$ cat src/rtl/tlvrs_pkg.sv
// ---------------------------------------------------------------------------
// tlvrs_pkg
// Types and constants shared by the record search block and its interfaces.
// ---------------------------------------------------------------------------
package tlvrs_pkg;

	localparam int unsigned BYTE_W  = 8;
	localparam int unsigned Q_DEPTH = 4;
	localparam int unsigned Q_PTR_W = 2;
	localparam int unsigned Q_CNT_W = 3;

	localparam logic [BYTE_W-1:0] END_TYPE = 8'hff;
	localparam logic [BYTE_W-1:0] MIN_LEN  = 8'd2;

	localparam logic [0:0] REG_WANTED_TYPE  = 1'b0;
	localparam logic [0:0] REG_MAX_COPY_LEN = 1'b1;

	localparam logic RES_PAYLOAD = 1'b0;
	localparam logic RES_STATUS  = 1'b1;

	typedef enum logic [4:0] {
		PH_MAGIC = 5'b00001,
		PH_TYPE  = 5'b00010,
		PH_LEN   = 5'b00100,
		PH_BODY  = 5'b01000,
		PH_DEAD  = 5'b10000
	} phase_t;

	typedef struct packed {
		logic              result_kind;
		logic [BYTE_W-1:0] payload_byte;
		logic [BYTE_W-1:0] payload_index;
		logic              found;
		logic [BYTE_W-1:0] value_length;
		logic              run_last;
	} result_t;

	function automatic logic [BYTE_W-1:0] magic_byte(input logic [1:0] idx);
		logic [BYTE_W-1:0] b;
		case (idx)
			2'd0:    b = 8'h56;
			2'd1:    b = 8'h12;
			2'd2:    b = 8'h09;
			default: b = 8'h85;
		endcase
		return b;
	endfunction

endpackage

$ cat src/rtl/tlvrs_if.sv
// ---------------------------------------------------------------------------
// tlvrs_if
// Valid/ready channels for store bytes in and search results out.
// ---------------------------------------------------------------------------
interface tlvrs_store_if import tlvrs_pkg::*; ();
	logic              valid;
	logic              ready;
	logic [BYTE_W-1:0] store_byte;
	logic              sector_first;
	logic              scan_last;

	modport source (output valid, output store_byte, output sector_first,
		output scan_last, input ready);
	modport sink (input valid, input store_byte, input sector_first,
		input scan_last, output ready);
endinterface

interface tlvrs_result_if import tlvrs_pkg::*; ();
	logic              valid;
	logic              ready;
	logic              result_kind;
	logic [BYTE_W-1:0] payload_byte;
	logic [BYTE_W-1:0] payload_index;
	logic              found;
	logic [BYTE_W-1:0] value_length;
	logic              run_last;

	modport source (output valid, output result_kind, output payload_byte,
		output payload_index, output found, output value_length,
		output run_last, input ready);
	modport sink (input valid, input result_kind, input payload_byte,
		input payload_index, input found, input value_length,
		input run_last, output ready);
endinterface

$ cat src/rtl/tlv_setting_record_search_top.sv
// ---------------------------------------------------------------------------
// tlv_setting_record_search_top
// Walks a settings store byte by byte, checks sector magic headers, parses
// type/length records and passes out the payload of the wanted record type
// together with a final found/length status.
//
//   channel     dir   handshake      payload
//   store_ch    in    valid/ready    store_byte, sector_first, scan_last
//   result_ch   out   valid/ready    result_kind, payload_byte, payload_index,
//                                    found, value_length, run_last
//   cfg         in    cfg_we         cfg_index, cfg_data
//
// Each byte is parsed in the cycle it is taken; its results (up to two)
// land in a four-entry result queue, drained one per cycle while result_ch.ready is high.
// A byte is taken whenever the queue has room for two results, so one byte
// per cycle is sustained while the result side keeps draining the queue.
// Reset is asynchronous and clears all parse state and the queue at once.
// A stalled result side fills the queue and then holds off store bytes.
// ---------------------------------------------------------------------------
module tlv_setting_record_search_top
	import tlvrs_pkg::*;
#(
	parameter int unsigned SECTOR_BYTES = 4096
) (
	input  logic              clk,
	input  logic              arst_n,
	tlvrs_store_if.sink       store_ch,
	tlvrs_result_if.source    result_ch,
	input  logic              cfg_we,
	input  logic [0:0]        cfg_index,
	input  logic [BYTE_W-1:0] cfg_data
);

	localparam int unsigned OFF_W = $clog2(SECTOR_BYTES + 1);
	localparam logic [OFF_W-1:0] OFF_END = OFF_W'(SECTOR_BYTES);

	logic [BYTE_W-1:0] wanted_type_q;
	logic [BYTE_W-1:0] max_copy_len_q;

	phase_t            phase_q;
	logic [OFF_W-1:0]  offset_q;
	logic              magic_ok_q;
	logic [BYTE_W-1:0] bytes_left_q;
	logic              matches_q;
	logic [BYTE_W-1:0] copy_index_q;
	logic              any_found_q;
	logic [BYTE_W-1:0] last_length_q;

	phase_t            phase_d;
	logic [OFF_W-1:0]  offset_d;
	logic              magic_ok_d;
	logic [BYTE_W-1:0] bytes_left_d;
	logic              matches_d;
	logic [BYTE_W-1:0] copy_index_d;
	logic              any_found_d;
	logic [BYTE_W-1:0] last_length_d;

	logic              emit_pay;
	logic [BYTE_W-1:0] pay_index;
	logic              emit_stat;
	logic              stat_found;
	logic [BYTE_W-1:0] stat_length;

	result_t           res0;
	result_t           res1;
	logic [1:0]        n_res;

	result_t           queue_q [Q_DEPTH];
	logic [Q_PTR_W-1:0] wr_ptr_q;
	logic [Q_PTR_W-1:0] rd_ptr_q;
	logic [Q_CNT_W-1:0] count_q;

	logic              take;
	logic              give;
	result_t           head;

	// config registers
	always_ff @(posedge clk or negedge arst_n) begin
		if (!arst_n) begin
			wanted_type_q  <= 8'd1;
			max_copy_len_q <= 8'd7;
		end else if (cfg_we) begin
			case (cfg_index)
				REG_WANTED_TYPE:  wanted_type_q  <= cfg_data;
				REG_MAX_COPY_LEN: max_copy_len_q <= cfg_data;
				default: ;
			endcase
		end
	end

	assign store_ch.ready = (count_q <= Q_CNT_W'(Q_DEPTH - 2));
	assign take = store_ch.valid && store_ch.ready;

	// parse step for one byte
	always_comb begin
		phase_d       = phase_q;
		offset_d      = offset_q;
		magic_ok_d    = magic_ok_q;
		bytes_left_d  = bytes_left_q;
		matches_d     = matches_q;
		copy_index_d  = copy_index_q;
		any_found_d   = any_found_q;
		last_length_d = last_length_q;
		emit_pay      = 1'b0;
		pay_index     = copy_index_q;
		emit_stat     = 1'b0;
		stat_found    = 1'b0;
		stat_length   = '0;

		if (store_ch.sector_first) begin
			phase_d      = PH_MAGIC;
			offset_d     = '0;
			magic_ok_d   = 1'b1;
			bytes_left_d = '0;
			matches_d    = 1'b0;
		end
		if (offset_d == OFF_END) begin
			phase_d = PH_DEAD;
		end

		case (phase_d)
			PH_MAGIC: begin
				if (store_ch.store_byte != magic_byte(offset_d[1:0])) begin
					magic_ok_d = 1'b0;
				end
				if (offset_d >= OFF_W'(3)) begin
					phase_d = magic_ok_d ? PH_TYPE : PH_DEAD;
				end
			end
			PH_TYPE: begin
				if (store_ch.store_byte == END_TYPE) begin
					phase_d = PH_DEAD;
				end else begin
					matches_d = (store_ch.store_byte == wanted_type_q);
					phase_d   = PH_LEN;
				end
			end
			PH_LEN: begin
				if (store_ch.store_byte < MIN_LEN) begin
					phase_d   = PH_DEAD;
					matches_d = 1'b0;
				end else begin
					bytes_left_d = store_ch.store_byte - MIN_LEN;
					copy_index_d = '0;
					if (matches_d) begin
						any_found_d   = 1'b1;
						last_length_d = bytes_left_d;
					end
					phase_d = (bytes_left_d == '0) ? PH_TYPE : PH_BODY;
				end
			end
			PH_BODY: begin
				if (matches_d && (copy_index_d < max_copy_len_q)) begin
					emit_pay     = 1'b1;
					pay_index    = copy_index_d;
					copy_index_d = copy_index_d + 8'd1;
				end
				if (bytes_left_d != '0) begin
					bytes_left_d = bytes_left_d - 8'd1;
				end
				if (bytes_left_d == '0) begin
					phase_d = PH_TYPE;
				end
			end
			default: begin
				phase_d = PH_DEAD;
			end
		endcase

		if (offset_d != OFF_END) begin
			offset_d = offset_d + OFF_W'(1);
		end

		if (store_ch.scan_last) begin
			emit_stat     = 1'b1;
			stat_found    = any_found_d;
			stat_length   = any_found_d ? last_length_d : '0;
			phase_d       = PH_MAGIC;
			offset_d      = '0;
			magic_ok_d    = 1'b1;
			bytes_left_d  = '0;
			matches_d     = 1'b0;
			copy_index_d  = '0;
			any_found_d   = 1'b0;
			last_length_d = '0;
		end
	end

	always_ff @(posedge clk or negedge arst_n) begin
		if (!arst_n) begin
			phase_q       <= PH_MAGIC;
			offset_q      <= '0;
			magic_ok_q    <= 1'b1;
			bytes_left_q  <= '0;
			matches_q     <= 1'b0;
			copy_index_q  <= '0;
			any_found_q   <= 1'b0;
			last_length_q <= '0;
		end else if (take) begin
			phase_q       <= phase_d;
			offset_q      <= offset_d;
			magic_ok_q    <= magic_ok_d;
			bytes_left_q  <= bytes_left_d;
			matches_q     <= matches_d;
			copy_index_q  <= copy_index_d;
			any_found_q   <= any_found_d;
			last_length_q <= last_length_d;
		end
	end

	// results of this byte, payload first
	always_comb begin
		res0.result_kind   = RES_PAYLOAD;
		res0.payload_byte  = store_ch.store_byte;
		res0.payload_index = pay_index;
		res0.found         = 1'b0;
		res0.value_length  = '0;
		res0.run_last      = !emit_stat;

		res1.result_kind   = RES_STATUS;
		res1.payload_byte  = '0;
		res1.payload_index = '0;
		res1.found         = stat_found;
		res1.value_length  = stat_length;
		res1.run_last      = 1'b1;

		n_res = {1'b0, emit_pay} + {1'b0, emit_stat};
	end

	// result queue
	assign head             = queue_q[rd_ptr_q];
	assign give             = result_ch.valid && result_ch.ready;
	assign result_ch.valid  = (count_q != '0);
	assign result_ch.result_kind   = head.result_kind;
	assign result_ch.payload_byte  = head.payload_byte;
	assign result_ch.payload_index = head.payload_index;
	assign result_ch.found         = head.found;
	assign result_ch.value_length  = head.value_length;
	assign result_ch.run_last      = head.run_last;

	always_ff @(posedge clk) begin
		if (take) begin
			if (emit_pay) begin
				queue_q[wr_ptr_q] <= res0;
				if (emit_stat) begin
					queue_q[wr_ptr_q + Q_PTR_W'(1)] <= res1;
				end
			end else if (emit_stat) begin
				queue_q[wr_ptr_q] <= res1;
			end
		end
	end

	always_ff @(posedge clk or negedge arst_n) begin
		if (!arst_n) begin
			wr_ptr_q <= '0;
			rd_ptr_q <= '0;
			count_q  <= '0;
		end else begin
			if (take) begin
				wr_ptr_q <= wr_ptr_q + Q_PTR_W'(n_res);
			end
			if (give) begin
				rd_ptr_q <= rd_ptr_q + Q_PTR_W'(1);
			end
			count_q <= count_q + (take ? Q_CNT_W'(n_res) : '0)
				- (give ? Q_CNT_W'(1) : '0);
		end
	end

`ifndef SYNTHESIS
	a_queue_bound: assert property (@(posedge clk) disable iff (!arst_n)
		count_q <= Q_CNT_W'(Q_DEPTH))
		else $error("result queue overflow");

	a_scan_clears: assert property (@(posedge clk) disable iff (!arst_n)
		(take && store_ch.scan_last) |=> (!any_found_q && phase_q == PH_MAGIC
		&& offset_q == '0))
		else $error("state not cleared after final byte");

	a_count_track: assert property (@(posedge clk) disable iff (!arst_n)
		(!take && give) |=> (count_q == $past(count_q) - Q_CNT_W'(1)))
		else $error("queue count lost an item");

	a_payload_in_body: assert property (@(posedge clk) disable iff (!arst_n)
		(take && emit_pay && !store_ch.scan_last)
		|-> (copy_index_d == pay_index + 8'd1))
		else $error("copy index not advanced with payload");
`endif

endmodule
$ cat src/flat_wrapper.sv
// flat-port wrapper written by rule: the top's interface ports become plain ports
module tlv_setting_record_search_top_flat import tlvrs_pkg::*;
#(
	parameter int unsigned SECTOR_BYTES = 4096
)
  (clk, arst_n, cfg_we, cfg_index, cfg_data, store_ch_valid, store_ch_store_byte, store_ch_sector_first, store_ch_scan_last, store_ch_ready, result_ch_valid, result_ch_result_kind, result_ch_payload_byte, result_ch_payload_index, result_ch_found, result_ch_value_length, result_ch_run_last, result_ch_ready);
  tlvrs_store_if store_ch_i ();
  tlvrs_result_if result_ch_i ();
  input  logic clk;
  input  logic arst_n;
  input  logic cfg_we;
  input  logic [0:0] cfg_index;
  input  logic [BYTE_W-1:0] cfg_data;
  input wire logic [$bits(store_ch_i.valid)-1:0] store_ch_valid;
  input wire logic [$bits(store_ch_i.store_byte)-1:0] store_ch_store_byte;
  input wire logic [$bits(store_ch_i.sector_first)-1:0] store_ch_sector_first;
  input wire logic [$bits(store_ch_i.scan_last)-1:0] store_ch_scan_last;
  output wire logic [$bits(store_ch_i.ready)-1:0] store_ch_ready;
  output wire logic [$bits(result_ch_i.valid)-1:0] result_ch_valid;
  output wire logic [$bits(result_ch_i.result_kind)-1:0] result_ch_result_kind;
  output wire logic [$bits(result_ch_i.payload_byte)-1:0] result_ch_payload_byte;
  output wire logic [$bits(result_ch_i.payload_index)-1:0] result_ch_payload_index;
  output wire logic [$bits(result_ch_i.found)-1:0] result_ch_found;
  output wire logic [$bits(result_ch_i.value_length)-1:0] result_ch_value_length;
  output wire logic [$bits(result_ch_i.run_last)-1:0] result_ch_run_last;
  input wire logic [$bits(result_ch_i.ready)-1:0] result_ch_ready;
  assign store_ch_i.valid = store_ch_valid;
  assign store_ch_i.store_byte = store_ch_store_byte;
  assign store_ch_i.sector_first = store_ch_sector_first;
  assign store_ch_i.scan_last = store_ch_scan_last;
  assign store_ch_ready = store_ch_i.ready;
  assign result_ch_valid = result_ch_i.valid;
  assign result_ch_result_kind = result_ch_i.result_kind;
  assign result_ch_payload_byte = result_ch_i.payload_byte;
  assign result_ch_payload_index = result_ch_i.payload_index;
  assign result_ch_found = result_ch_i.found;
  assign result_ch_value_length = result_ch_i.value_length;
  assign result_ch_run_last = result_ch_i.run_last;
  assign result_ch_i.ready = result_ch_ready;
  tlv_setting_record_search_top #(.SECTOR_BYTES(SECTOR_BYTES)) u_core (.clk(clk), .arst_n(arst_n), .store_ch(store_ch_i), .result_ch(result_ch_i), .cfg_we(cfg_we), .cfg_index(cfg_index), .cfg_data(cfg_data));
endmodule
$ cat config.mk
export PLATFORM = sky130hd
export DESIGN_NAME = tlv_setting_record_search_top_flat
export DESIGN_NICKNAME = d
export VERILOG_FILES = /design/src/rtl/tlvrs_pkg.sv /design/src/rtl/tlvrs_if.sv /design/src/rtl/tlv_setting_record_search_top.sv /design/src/flat_wrapper.sv
export SDC_FILE = /design/constraint.sdc
export NUM_CORES = 1
export LEC_CHECK = 0
export ABC_CLOCK_PERIOD_IN_PS = 3670
export BUFFER_PORTS_ARGS = -buffer_cell sky130_fd_sc_hd__buf_2
export CAP_MARGIN = 20
export CORE_MARGIN = 1
export CORE_UTILIZATION = 50
export CTS_BUF_LIST = sky130_fd_sc_hd__clkbuf_4
export DETAILED_ROUTE_END_ITERATION = 10
export HOLD_SLACK_MARGIN = 0.02
export PLACE_DENSITY = 0.68
export SYNTH_ARGS = -nofsm -noshare
export SYNTH_HDL_FRONTEND = slang
export SYNTH_SLANG_ARGS = --single-unit
$ cat constraint.sdc
create_clock -name clk -period 3.67 [get_ports clk]
set_input_delay 0.367 -clock clk [delete_from_list [all_inputs] [get_ports clk]]
set_output_delay 0.367 -clock clk [all_outputs]
set_load 0.01 [all_outputs]
==> results of run 1 <==
-- path summary, 6_finish.rpt --
path | to | slack, ns
max in group asynchronous | u_core.max_copy_len_q[2]$_DFFE_PN1P_ | 2.41
worst min register to register | u_core.queue_q[3][26]$_SDFFE_PP1P_ | 0.48
worst max-delay path | u_core.queue_q[2][4]$_DFFE_PP_ | 0.35
worst min-delay path | u_core.max_copy_len_q[1]$_DFFE_PN1P_ | 0.06
min in group asynchronous | u_core.count_q[2]$_DFF_PN0_ | 0.39
worst max register to register | u_core.queue_q[2][4]$_DFFE_PP_ | 0.35
-- layout make-up --
class | count | area (sq um)
inverter | 30 | 113
antenna | 1 | 2.50
multi-input combinational | 636 | 4560
sequential | 176 | 4230
clock buffer | 20 | 150
timing repair buffer | 81 | 498
tap | 229 | 287
clock inverter | 12 | 140
fill | 1595 | 8050
-- synthesized netlist by cell type (6+ instances only) --
cell       count  area share [%]
a21o_1         7            0.57
a21oi_1       29             1.6
a22oi_1        7            0.57
a31oi_1        9            0.61
buf_2         19             1.0
clkbuf_1      35             1.4
dfrtp_1       62              17
dfstp_2        6             1.7
dfxtp_1       72              16
edfxtp_1      36              12
ha_1          20             2.7
inv_1         27             1.1
mux2_2        17             2.1
mux4_2        27             6.6
nand2_1       83             3.4
nand2b_1      15             1.0
nand3_1       20             1.1
nand4_1        7            0.48
nor2_1        79             3.2
nor2b_1       16             1.1
nor3_1        18            0.98
nor4_1         8            0.54
o211ai_1      33             2.7
o21ai_0       84             4.6
o21ai_1        7            0.38
o2bb2ai_1     23             2.2
o2bb2ai_2     10             1.6
o31ai_1       10            0.82
or3_1          7            0.48
xnor2_1        9            0.86
xor2_1        16             1.5
-- power by group through the flow --
stage	Combinational [mW]	Sequential [mW]	Clock, mW
detailed placement	1.30	2.42	0
CTS	1.32	2.38	1.18
finish	1.31	2.38	1.15
global placement	1.29	2.42	0
global route	1.45	2.41	1.25
floorplan	1.06	2.27	0
-- metrics by stage --
stage	instance area, sq um	setup WS, ns	std cells	hold slack, ns
floorplan	9200	0.0292	906	0.0714
global placement	9600	0.396	1144	0.431
detailed placement	9600	0.318	1144	0.447
CTS	9960	0.249	1183	0.0205
global route	9980	0.0994	1185	0.0291
finish	9980	0.348	1185	0.0600
-- flip-flops by register name, indices dropped and copies added (netlist names) --
name                   cells
u_core.magic_ok_q          1
u_core.wr_ptr_q            2
u_core.matches_q           1
u_core.last_length_q       8
u_core.phase_q             5
u_core.max_copy_len_q      8
u_core.copy_index_q        8
u_core.bytes_left_q        8
u_core.wanted_type_q       8
u_core.any_found_q         1
u_core.queue_q           108
u_core.rd_ptr_q            2
u_core.offset_q           13
u_core.count_q             3
-- per-layer routing --
layer / part of all wire, % / vias up / wire (microns) / global-route usage, %
li1: - / 3421 / - / -
met1: 47 / 3524 / 10600 / 35.5
met2: 48 / 214 / 10800 / 41.3
met3: 4.5 / 20 / 1020 / 3.97
met4: 1.2 / 0 / 283 / 7.88
met5: 0 / - / 0 / 0
-- cell families after synthesis --
| family | count (synthesis) | share of synthesized area [%] |
|---|---|---|
| AOI/OAI and AO/OA | 259 | 20.0 |
| xor gates and xnor gates | 25 | 2.38 |
| adders and majority gates | 21 | 2.94 |
| buffers and inverters | 94 | 4.54 |
| DFF | 176 | 46.0 |
| muxes | 47 | 9.02 |
| and+or+nand+nor | 284 | 15.1 |
-- repair_timing --
item | in CTS | in global routing
endpoints found under the setup margin | 0 | 1
gates resized for setup | 0 | 1
hold buffers | 7 | 1
hold endpoints to repair | 39 | 1
==> run_results.csv, run 1 <==
group,metric,value,unit
sta,period_share,90.5,%
floorplan,die_area,18900,sq um
placed_design,io_buffers,52,
placed_design,dp_hpwl,15500,microns
setup_path,path_max_fanout,9,
cells_and_area,finalNetCount,987,
outcome,status,"complete, no violations",
hold_path,hold_path_startpoint,"cfg_data[1]",
power,combPwrFrac,27.1,%
setup_path,cp.arrival,3.55,ns
cells_and_area,final_util,55.4,%
sta,fin_crit,3.32,ns
sta,skew,0.0184,ns
sta,drv_slew,0,
cts,cts_buffer_depth,2,
setup_path,crit_start,"u_core.max_copy_len_q[1]$_DFFE_PN1P_",
logic_synthesis,synth_edf_count,36,
power,p_leak,3.77,nW
logic_synthesis,yosys_register_bits,176,
logic_synthesis,synth.yosys.seq_area_share,46.0,%
setup_path,r2r_start,"u_core.max_copy_len_q[1]$_DFFE_PN1P_",
hold_path,holdPathStages,2,
route,firstDrtPassIters,5,
sta,slew_headroom,31.6,%
setup_path,rr_worst_depth,11,
grt,grt_max_degree,36,
cts,cts_sinks,176,
flow_run,cap_viol_max_count,0,
setup_path,crit_path_frequent_cell,"ha_1",
cts,cts.clk_slew.worst_paths,0.14,ns
setup_path,crit_chain,"inv_1 -> ha_1 -> a21o_1 -> a2111oi_2 -> o41ai_2 -> nor2_4 -> ha_1 -> nand2_1 -> nor2_1 -> a21oi_1 -> nor2_2",
setup_path,required,3.90,ns
route,vias_per_cell,6.06,
grt,antenna_found_initial,1,
grt,grt_first_pass_wirelength,37000,microns
power,power_frac_seq,49.1,%
power,switching_power,1.61,mW
floorplan,io-pin-count,53,
setup_path,cp-start-kind,"register",
logic_synthesis,syn_area,9200,sq um
power,power-per-cell-area,485,nW/um^2
cells_and_area,drive_gt1_share,20.1,%
route,wirelength,22700,microns
setup_path,crit_family,"simple AND/OR/NAND/NOR gates",
power,irDropWorstVdd,0.618,mV
sta,grt_setup_unrepaired,"false",
route,num_vias,7179,
cells_and_area,areaGrowthSynthToFinish,8.50,%
cts,htreeDepth,4,
logic_synthesis,synth_warnings,0,
logic_synthesis,syn_area_per_cell,10.2,sq um
sta,tightest_slew,1.03,ns
grt,grt_pass1_vias,6917,
grt,overflow,0,
floorplan,start_util,51.0,%
placed_design,place_congestion,0.905,
floorplan,placementRows,49,
setup_path,cp_num_cells,11,
logic_synthesis,async_flop_share,38.6,%
sta,finalSetupTns,0,ns
power,p_int,3.23,mW
logic_synthesis,synthCells,906,
hold_path,min_path_type,"in2reg",
setup_path,max_stage_delay,0.55,ns
sta,setup_viol,0,
floorplan,die_y,138,microns
setup_path,crit_buf_inv,1,
route,drtAntennaViolNets,0,
cells_and_area,mostFrequentLayoutCells,"o21ai_0 (84), nand2_1 (82), nor2_1 (78), dfxtp_1 (72), dfrtp_1 (61)",
logic_synthesis,syn_nets,951,
setup_path,end_kind,"register",
route,drt-initial-drc-count,681,
route,avgRoutedWirePerCell,19.2,microns
power,netSwitchingFraction,33.3,%
cts,cts_buffers,17,
grt,grt_usage,25.6,%
cts,cts_tree,"done",
floorplan,core-area,18000,sq um
setup_path,critical_path_class,"reg2reg",
logic_synthesis,synth-main-ff-cell,"dfxtp_1",
cells_and_area,layout_commonest_cell,"o21ai_0",
cts,worst_skew_pair.late_latency,0.57,ns
sta,clock.fmax,301,MHz
power,power,4.84,mW
route,drc,0,
floorplan,die_x,138,microns
logic_synthesis,synth_cell_type_count,80,
setup_path,slowest_stage,"dfstp_2",
cts,post_cts_buffers,0,
sta,hold_violations,0,
power,p_clk_share,23.8,%
cts,root_buffer,"clkbuf_4",
Power figures use the tool's default switching activity.
==> run 2, diff against run 1 <==
--- a/config.mk
+++ b/config.mk
@@ -5,12 +5,11 @@
 export SDC_FILE = /design/constraint.sdc
 export NUM_CORES = 1
 export LEC_CHECK = 0
-export ABC_CLOCK_PERIOD_IN_PS = 3670
+export ABC_CLOCK_PERIOD_IN_PS = 3600
 export BUFFER_PORTS_ARGS = -buffer_cell sky130_fd_sc_hd__buf_2
 export CAP_MARGIN = 20
 export CORE_MARGIN = 1
 export CORE_UTILIZATION = 50
-export CTS_BUF_LIST = sky130_fd_sc_hd__clkbuf_4
 export DETAILED_ROUTE_END_ITERATION = 10
 export HOLD_SLACK_MARGIN = 0.02
 export PLACE_DENSITY = 0.68
==> constraint.sdc (replaced) <==
create_clock -name clk -period 3.6 [get_ports clk]
set_input_delay 0.36 -clock clk [delete_from_list [all_inputs] [get_ports clk]]
set_output_delay 0.36 -clock clk [all_outputs]
set_load 0.01 [all_outputs]
==> run 2 against run 1 <==
Compared with the run above: sequential power is 2% higher; non-clock buffer count shrank 2; largest cell class unchanged; total power grew 18%; critical endpoint is now u_core.queue_q[1][7]$_DFFE_PP_; flip-flop and latch count unchanged; register-to-register slack worse by 0.04 ns; utilization is 1.7 points higher; final cell count fell by 0.25%; largest power group unchanged; highest routed layer unchanged; fmax increased by 1.0%; critical path type unchanged.
==> run_results.csv, run 2 (same netlist as run 1, synthesis figures left out) <==
group,metric,value,unit
hold_path,min_path_type,"in2reg",
setup_path,rrSetupSlack,0.31,ns
route,drc,0,
grt,grt_pass1_vias,6904,
cells_and_area,areaGrowthSynthToFinish,11.8,%
cells_and_area,fillers,1576,
sta,fin_crit,3.29,ns
route,vias_per_cell,6.10,
power,p_leak,3.90,nW
placed_design,place_ws,0.273,ns
flow_run,cap_viol_max_count,0,
cells_and_area,reg_top3,"u_core.queue_q (108), u_core.offset_q (13)",
grt,overflow,0,
power,power,5.71,mW
sta,slew_headroom,32.0,%
route,drtAntennaViolNets,0,
cells_and_area,finalNetCount,985,
outcome,status,"complete, no violations",
grt,globalRouteMet1Util,36.7,%
setup_path,end_kind,"register",
route,num_vias,7206,
cts,worst_skew_pair.late_latency,0.43,ns
cts,cts_buffer_depth,2,
setup_path,rr_worst_depth,13,
cells_and_area,drive_gt1_share,20.8,%
grt,grt_usage,26.3,%
cts,cts_buffers,17,
floorplan,die_area,18900,sq um
setup_path,cp-start-kind,"register",
sta,drv_slew,0,
grt,antenna_found_initial,0,
placed_design,io_buffers,52,
sta,setup_viol,0,
placed_design,dp_hpwl,15700,microns
sta,hold_violations,0,
floorplan,placementRows,49,
grt,met3_usage,4.75,%
hold_path,holdPathStages,2,
cells_and_area,fin_cells,1182,
cells_and_area,mostFrequentLayoutCells,"o21ai_0 (84), nand2_1 (83), nor2_1 (78), dfxtp_1 (72), dfrtp_1 (61)",
sta,grt_setup_unrepaired,"false",
cells_and_area,n_antenna_cell,0,
sta,period_share,91.4,%
floorplan,die_y,138,microns
sta,clock.fmax,304,MHz
cells_and_area,final_util,57.1,%
power,irDropWorstVdd,0.482,mV
grt,grt_util_met2,41.8,%
cells_and_area,postLayoutCellArea,10300,sq um
placed_design,place_area,9660,sq um
grt,busiest_layer,"met2",
sta,worst_hold_slack,0.175,ns
power,power-per-cell-area,555,nW/um^2
cells_and_area,largest_register_ffs,108,
sta,tightest_slew,1.02,ns
setup_path,path_max_fanout,9,
cts,cts_tree,"done",
cells_and_area,regMostFlops,"u_core.queue_q",
route,firstDrtPassIters,5,
placed_design,place_congestion,0.887,
cells_and_area,layout_commonest_cell,"o21ai_0",
route,avgRoutedWirePerCell,19.6,microns
route,wirelength,23200,microns
cts,root_buffer,"clkbuf_16",
grt,grt_max_degree,54,
setup_path,required,3.77,ns
sta,finalSetupTns,0,ns
sta,skew,0.00914,ns
setup_path,critical_path_class,"reg2reg",
floorplan,io-pin-count,53,
cts,htreeDepth,4,
placed_design,dpl.cell_count,1149,
setup_path,cp.arrival,3.46,ns
floorplan,core-area,18000,sq um
route,drt-initial-drc-count,671,
sta,fin_ws,0.311,ns
floorplan,start_util,51.0,%
grt,grt_first_pass_wirelength,37800,microns
floorplan,die_x,138,microns
cts,cts_sinks,176,
cts,cts.clk_slew.worst_paths,0.07,ns
-- run 2: worst paths after layout --
kind                                                         to                                  from
setup / recovery                 u_core.queue_q[1][7]$_DFFE_PP_  u_core.max_copy_len_q[1]$_DFFE_PN1P_
hold reg to reg              u_core.queue_q[2][26]$_SDFFE_PP1N_    u_core.queue_q[2][26]$_SDFFE_PP1N_
max in group asynchronous    u_core.copy_index_q[0]$_DFFE_PN0P_                                arst_n
min in group asynchronous   u_core.last_length_q[5]$_DFFE_PN0P_                                arst_n
setup reg to reg                 u_core.queue_q[1][7]$_DFFE_PP_  u_core.max_copy_len_q[1]$_DFFE_PN1P_
hold / removal             u_core.max_copy_len_q[6]$_DFFE_PN0P_                           cfg_data[6]
-- run 2: metal layers --
layer / share of wire [%] / vias to the layer above
li1: - / 3405
met5: 0 / -
met3: 5.3 / 24
met1: 46 / 3533
met2: 47 / 244
met4: 1.3 / 0
-- run 2: area by class of cell --
cell class                 count  area, sq um  share of cell area [%]
tap                          229          287                    2.79
clock buffer                  22          497                    4.83
sequential                   176         4230                    41.1
timing repair buffer          79          478                    4.65
inverter                      30          113                    1.09
multi-input combinational    636         4570                    44.4
clock inverter                10          114                    1.11
-- run 2: critical path, stage by stage, from the launching register on --
cell and delay (ns):
dfstp_2 0.53, inv_1 0.04, ha_1 0.26, a21o_1 0.16
a2111oi_2 0.44, o41ai_2 0.18, nor2_4 0.21, inv_1 0.07
ha_1 0.19, buf_4 0.16, mux2_2 0.27, nand2_1 0.08
or3_1 0.35, nor2_1 0.09
-- run 2: timing repair --
| item | CTS | global route |
|---|---|---|
| setup endpoints to repair | 0 | 7 |
| gates resized for setup | 0 | 2 |
| endpoints found under the hold margin | 15 | 0 |
| setup buffers | 0 | 0 |
| hold buffers | 1 | 0 |
-- run 2: power by group --
| group | switching (mW) | leakage (nW) | internal [mW] |
|---|---|---|---|
| logic | 0.763 | 1.81 | 0.599 |
| clock network | 0.835 | 0.301 | 1.08 |
| registers | 0.228 | 1.79 | 2.20 |
| total | 1.83 | 3.90 | 3.88 |
